$ cat src/hw/rtl/matrix_vector_transform_macros.svh
// Assertion macros used by the matrix vector transform top level.
`ifndef MATRIX_VECTOR_TRANSFORM_MACROS_SVH
`define MATRIX_VECTOR_TRANSFORM_MACROS_SVH
`ifndef SYNTH
// Checks a property on every rising edge of clk_i while rst_ni is high.
`define MVT_ASSERT(lbl, prop, msg) \
  lbl: assert property (@(posedge clk_i) disable iff (!rst_ni) (prop)) else $error(msg);
// Checks that cons holds in the cycle after ante.
`define MVT_ASSERT_NEXT(lbl, ante, cons, msg) \
  lbl: assert property (@(posedge clk_i) disable iff (!rst_ni) (ante) |=> (cons)) \
    else $error(msg);
`else
`define MVT_ASSERT(lbl, prop, msg)
`define MVT_ASSERT_NEXT(lbl, ante, cons, msg)
`endif
`endif

$ cat src/hw/rtl/mvt_pkg.sv
// Types and constants shared by the matrix vector transform modules.
`default_nettype none
package mvt_pkg;

  localparam int DIM       = 4;
  localparam int FRAC_BITS = 16;

  localparam int DATA_W = 32;
  localparam int PROD_W = 2 * DATA_W;
  localparam int ACC_W  = PROD_W + $clog2(DIM) + 1;
  localparam int COL_W  = 2;
  localparam int IDX_W  = (DIM > 1) ? $clog2(DIM) : 1;
  localparam int ELEM_N = 4;

  localparam logic [DATA_W-1:0] FIX_ONE    = DATA_W'(1) << FRAC_BITS;
  localparam logic [ACC_W-1:0]  ROUND_HALF = ACC_W'(1) << (FRAC_BITS - 1);
  localparam logic [DATA_W-1:0] SAT_MAX    = {1'b0, {(DATA_W - 1){1'b1}}};
  localparam logic [DATA_W-1:0] SAT_MIN    = {1'b1, {(DATA_W - 1){1'b0}}};

  typedef enum logic {
    MODE_LOAD  = 1'b0,
    MODE_XFORM = 1'b1
  } mode_e;

  typedef logic [DIM-1:0][DATA_W-1:0] vec_t;
  typedef logic [DIM-1:0][ACC_W-1:0]  acc_vec_t;

  // One transaction as it travels down the cell chain.
  typedef struct packed {
    mode_e            mode;
    logic [COL_W-1:0] col_idx;
    vec_t             vec;
    acc_vec_t         acc;
  } pipe_t;

endpackage
`default_nettype wire

$ cat src/hw/rtl/mvt_round.sv
// Rounding, scaling and saturation of the row sums into the output register.
`default_nettype none
module mvt_round (
  input  logic           clk_i,
  input  logic           rst_ni,
  input  logic           valid_i,
  output logic           ready_o,
  input  mvt_pkg::pipe_t item_i,
  output logic           valid_o,
  input  logic           ready_i,
  output mvt_pkg::vec_t  res_o,
  output logic           sat_o
);
  import mvt_pkg::*;

  logic signed [ACC_W-1:0] sum_w [DIM];
  logic signed [ACC_W-1:0] shf_w [DIM];
  logic [DIM-1:0]          clip_w;
  vec_t                    res_d, res_q;
  logic                    sat_q, valid_q, adv;

  assign adv     = !valid_q || ready_i;
  assign ready_o = adv;

  always_comb begin
    for (int r = 0; r < DIM; r++) begin
      sum_w[r] = $signed(item_i.acc[r]) + $signed(ROUND_HALF);
      shf_w[r] = sum_w[r] >>> FRAC_BITS;
      // In range only when every bit above the result sign copies it.
      clip_w[r] = !((&shf_w[r][ACC_W-1:DATA_W-1]) || !(|shf_w[r][ACC_W-1:DATA_W-1]));
      if (clip_w[r]) begin
        res_d[r] = shf_w[r][ACC_W-1] ? SAT_MIN : SAT_MAX;
      end else begin
        res_d[r] = shf_w[r][DATA_W-1:0];
      end
    end
  end

  always_ff @(posedge clk_i or negedge rst_ni) begin
    if (!rst_ni) begin
      valid_q <= 1'b0;
    end else if (adv) begin
      valid_q <= valid_i && (item_i.mode == MODE_XFORM);
    end
  end

  always_ff @(posedge clk_i) begin
    if (adv && valid_i) begin
      res_q <= res_d;
      sat_q <= |clip_w;
    end
  end

  assign valid_o = valid_q;
  assign res_o   = res_q;
  assign sat_o   = sat_q;

endmodule
`default_nettype wire

$ cat config.mk
export PLATFORM = sky130hd
export DESIGN_NAME = mvt_round
export DESIGN_NICKNAME = d
export VERILOG_FILES = /design/src/hw/rtl/matrix_vector_transform_macros.svh /design/src/hw/rtl/mvt_pkg.sv /design/src/hw/rtl/mvt_round.sv
export SDC_FILE = /design/constraint.sdc
export NUM_CORES = 1
export LEC_CHECK = 0
export BUFFER_PORTS_ARGS = -buffer_cell sky130_fd_sc_hd__buf_4
export CAP_MARGIN = 5
export CORE_AREA = 5 5 202 204
export DETAILED_ROUTE_END_ITERATION = 12
export DIE_AREA = 0 0 207 209
export SLEW_MARGIN = 20
export SYNTH_ARGS = -nofsm -noshare
export SYNTH_HDL_FRONTEND = slang
export SYNTH_SLANG_ARGS = --single-unit
$ cat constraint.sdc
create_clock -name clk_i -period 5.5 [get_ports clk_i]
set_input_delay 0.275 -clock clk_i [delete_from_list [all_inputs] [get_ports clk_i]]
set_output_delay 0.275 -clock clk_i [all_outputs]
set_load 0.05 [all_outputs]
* Yosys cells after proc, flatten, opt, wreduce, memory -nomap -nowiden
Cells that the tools add are included.
Word-level totals: flip-flop bits (word level) 130, latch bits 0, memory bits (writable) 0, bits in read-only memories 0, input bits 403, output and inout bits 131, word-level logic and storage cells 43, memories kept 0
Operators by class: add/sub/neg operators 4, multiply operators 0, divide/modulo/power cells 0, order comparisons 0, equality and inequality tests 0, shifts and indexed selects 0, multiplexer cells 8, bitwise gates (word level) 0, reductions and logical operators 25
Operators by type and width (number):
- $add 67x17->67 const B | 4
- $mux 32 | 8
- $reduce_and 20->1 | 4
- $reduce_or 20->1 | 4
- $logic_not 1->1 | 9
- $logic_or 1x1->1 | 5
- $reduce_or 4->1 | 1
- $logic_and 1x1->1 | 2

* Longest topological paths before layout
word-level depth 6, depth in mapped cells 12, gate-level depth less buffers 10

* Worst setup path after synthesis
OpenSTA, ideal clock, no wires.
path type register to register, from reg valid_q (netlist: valid_o), to reg res_q (netlist bit res_o[0]), enable pin, setup time 0.503 ns, arrival 4.101 ns, required time 4.997 ns, setup slack 0.896 ns, stages on the path, launching flop included 3, path buffers 0, period minus slack after synthesis 4.604 ns, cell sequence dfrtp_1 -> nand2b_1 -> and2_1
On the way: word-level cells in the longest chain between the ends 3
RTL lines:
- start, declared | RTL line mvt_round.sv:20 | logic sat_q, valid_q, adv;
- start signal, assigned | RTL line mvt_round.sv:43 | valid_q <= valid_i && (item_i.mode == MODE_XFORM);
- $logic_not 1->1 | RTL line mvt_round.sv:22 | assign adv = !valid_q || ready_i;
- $logic_or 1x1->1 | RTL line mvt_round.sv:22
- named net ready_o | RTL line mvt_round.sv:7 | output logic ready_o,
- $logic_and 1x1->1 | RTL line mvt_round.sv:48 | if (adv && valid_i) begin
- end signal, assigned | RTL line mvt_round.sv:49 | res_q <= res_d;
- end, declared | RTL line mvt_round.sv:19 | vec_t res_d, res_q;
The timed path passes the listed nets, and every way through them passes these cells. A chain may end at the register's enable or synchronous reset.

* Worst setup path in the final report
from in item_i[222] (netlist name), to reg sat_q (netlist: sat_o), data pin
On the way: word-level cells in the longest chain between the ends 6, elaborated cells between the ends (all ways) 7, classes of those cells 1 x add/sub; 6 x reduce/logical
RTL lines:
- start, declared | RTL line mvt_round.sv:8 | input mvt_pkg::pipe_t item_i,
- $add 67x17->67 (*) | RTL line mvt_round.sv:27 | sum_w[r] = $signed(item_i.acc[r]) + $signed(ROUND_HALF);
- $reduce_or 20->1 | RTL line mvt_round.sv:30 | clip_w[r] = !((&shf_w[r][ACC_W-1:DATA_W-1]) || !(|shf_w[r][ACC_W-1:DATA_W-1]));
- $logic_not 1->1 | RTL line mvt_round.sv:30
- $logic_or 1x1->1 (*) | RTL line mvt_round.sv:30
- $logic_not 1->1 (*) | RTL line mvt_round.sv:30
- $reduce_or 4->1 (*) | RTL line mvt_round.sv:50 | sat_q <= |clip_w;
- end signal, assigned | RTL line mvt_round.sv:50
- end, declared | RTL line mvt_round.sv:20
Every way passes the cells marked *; elsewhere a longest branch is shown, timed or not.

==> run_results.csv <==
group,metric,value,unit
yosys,synth.most_common_cell,"edfxtp_1",
clock_tree,clk_pin_slew,60,ps
global_routing,overflow,0,
power_and_ir_drop,p_switching,966.2,uW
clock_tree,clk_latency,440,ps
outcome,status,"completed",
die,rows,73,
yosys,yosys_register_bits,130,
place,portBuffers,343,
sta,final-setup-viol-count,0,
sta,slew_viol_final,0,
power_and_ir_drop,p_seq_share,38.8,%
global_routing,grt_pass1_wl,57770,microns
cells_and_area,final_nets,1811,
sta,fmax,267.2,MHz
critical_path,worst_setup_path_end_kind,"flip-flop",
yosys,synth_top_area_share,38.35,%
critical_path,worstSetupStartpointType,"primary input",
die,start_util,25.84,%
yosys,syn_area,10100,sq um
global_routing,grt_usage,16.68,%
critical_path,required,5650,ps
sta,skew,7.211,ps
place,dp.cells,1909,
die,die_w,207,microns
clock_tree,cts-buffers-inserted,17,
global_routing,grt_pass1_vias,9797,
drt,dr_total_vias,9919,
yosys,yosysTopAreaCell,"edfxtp_1",
drt,route.detailed.drc,0,
clock_tree,clockBufferDepth,2,
yosys,synth-main-ff-cell,"edfxtp_1",
worst_hold_path,hp-class,"primary input to flip-flop",
die,fp.dieH,209,microns
yosys,synth.net_count,1485,
place,dpl.hpwl,29810,microns
critical_path,critPathArrivalTime,3890,ps
drt,vias_per_cell,5.105,
power_and_ir_drop,p_comb_share,23.9,%
critical_path,ff2ff_path_depth,3,
place,pre_cts_slack,1227,ps
power_and_ir_drop,clockPowerShare,37.3,%
clock_tree,cts_resized,0,
global_routing,grtUsageMet1,21.66,%
yosys,netlist_top_cells_count,"edfxtp_1, nand2_1, xnor2_1",
critical_path,critPathKind,"primary input to flip-flop",
cells_and_area,syn2layout_area_growth,36.92,%
sta,timing.final.crit_share,68.05,%
power_and_ir_drop,p_leak,0.005159,uW
die,io_pins,534,
yosys,ys_types,63,
sta,timing.final.ws_setup,1757,ps
yosys,synthCells,1078,
sta,finalCriticalPeriod,3743,ps
place,gp_congestion,0.8809,
worst_hold_path,min_path_cells,3,
global_routing,antenna_found_initial,1,
die,coreArea,39090,sq um
yosys,yosysWarningCount,0,
place,placed_area,13230,sq um
power_and_ir_drop,p_sw_share,31.76,%
sta,tns,0,ps
sta,grt_setup_unrepaired,"false",
drt,wl,37700,microns
flow_run,cap_violations,0,
cells_and_area,fin_area,13830,sq um
sta,tightest_slew,1037,ps
clock_tree,cts_setup_buffers,0,
clock_tree,h-tree-depth,4,
cells_and_area,instances_no_fill,1943,
yosys,async_reset_ff_share,0.7692,%
sta,hold_violations,0,
global_routing,grt-busiest-layer,"met2",
clock_tree,ctsRootBufferMaster,"clkbuf_16",
global_routing,met3_usage,6.155,%
yosys,synth_edf_count,129,
sta,relSlewSlack,30.86,%
global_routing,use_met2,26.35,%
critical_path,cp_max_fo,32,
drt,wl_per_cell,19.41,microns
power_and_ir_drop,power-per-cell-area,220.0,nW/um^2
die,dieArea,43260,sq um
power_and_ir_drop,vdd_drop_max,0.2092,mV
clock_tree,clock_sinks,130,
drt,ant_nets,0,
cells_and_area,drive_gt1_share,29.08,%
power_and_ir_drop,p_int,2076,uW
drt,drt_first_pass_iters,5,
clock_tree,cts_tree,"built",
yosys,yosysSeqAreaShare,38.60,%
global_routing,grt_max_degree,67,
drt,drt_iter0_drc,623,
yosys,netlist_top_cells_area,"edfxtp_1, xnor2_1, mux2i_1",
yosys,avgSynthCellArea,9.369,sq um
==> stage by stage <==
step	hold WS, ps	utilization, %	total power (uW)
after floorplan	-20.59	-	1582
final	50.64	35.37	3042
after detailed placement	56.30	33.85	1926
after global routing	42.65	35.37	3170
after global placement	52.50	33.85	1921
after CTS	19.95	35.35	3075
==> power by group through the flow <==
stage | clock network, uW | logic [uW] | registers [uW]
floorplan | 0 | 172 | 1410
global placement | 0 | 721 | 1200
detailed placement | 0 | 725 | 1200
CTS | 1170 | 728 | 1180
global route | 1210 | 772 | 1190
finish | 1140 | 727 | 1180
==> worst paths after layout <==
check | endpoint | slack, ps | from
worst max-delay path | sat_o$_DFFE_PP_ | 1760 | item_i[222]
worst min-delay path | valid_o$_DFFE_PN0N_ | 50 | item_i[398]
worst max register to register | res_o[94]$_DFFE_PP_ | 3380 | valid_o$_DFFE_PN0N_
worst min register to register | valid_o$_DFFE_PN0N_ | 560 | valid_o$_DFFE_PN0N_
max in group asynchronous | valid_o$_DFFE_PN0N_ | 5260 | rst_ni
min in group asynchronous | valid_o$_DFFE_PN0N_ | 160 | rst_ni
==> cells by family (layout without fill, tap and decap cells) <==
logic type | Yosys count | in the layout | share of synthesized area [%]
AND/OR/NAND/NOR | 514 | 514 | 28.93
other | 0 | 1 | 0
adder cells (fa/ha/maj) | 4 | 4 | 0.4956
AO/OA/AOI/OAI | 135 | 135 | 7.941
XOR/XNOR | 159 | 159 | 13.79
flip-flops | 130 | 130 | 38.60
multiplexers | 75 | 75 | 7.470
buffers and inverters | 61 | 400 | 2.775
==> state kept, by name, indices dropped and copies added, names as in the netlist <==
name and cells:
res_o 128, sat_o 1, valid_o 1
==> critical path, cell delays in order <==
cell      delay, ps
buf_4           120
nand4_1         210
or4_1           720
nor4_2          650
nand4_1         200
xnor2_1         150
or4_1           510
nor4_2          380
a21oi_4          90
buf_4           330
nand4b_1        240
==> per-layer routing <==
layer	part of all wire [%]	wire [microns]
met5	0	0
met4	1.6	617
met3	9.3	3508
met2	45	16920
met1	44	16660
==> cell type report <==
class,instances,area [sq um]
Antenna cell,1,2.502
Clock buffer,20,456.7
Clock inverter,12,121.4
Fill cell,4071,25260
Inverter,16,60.06
Multi-Input combinational cell,887,5974
Sequential cell,130,3899
Tap cell,525,656.9
Timing Repair Buffer,352,2658
==> timing repair <==
item,in CTS,in global routing
hold endpoints to repair,1,0
hold buffers,1,0
setup endpoints to repair,0,0
==> placed cells by master (no fill, tap or decap), types with 3 or more instances in the layout <==
master,instances
buf_4,350
edfxtp_1,129
nand2_1,87
xnor2_1,82
nand3_1,78
a21oi_1,78
xor2_1,75
mux2i_1,71
nand4_1,65
nor2_1,61
and3_1,40
and4_1,32
nor4_1,32
nor3_1,27
and2_1,23
clkbuf_16,17
inv_1,16
or4_1,15
o21ai_0,15
or3_1,13
nand4b_1,8
or2_2,6
a31oi_1,6
a31o_2,5
nand2b_1,4
nor3b_1,4
o211ai_1,4
ha_1,4
inv_6,4
nor4_2,3
a211oi_1,3
o21bai_1,3
o31ai_1,3
mux2_2,3
clkinvlp_4,3
Note: power is estimated with default switching activity, not from simulation.
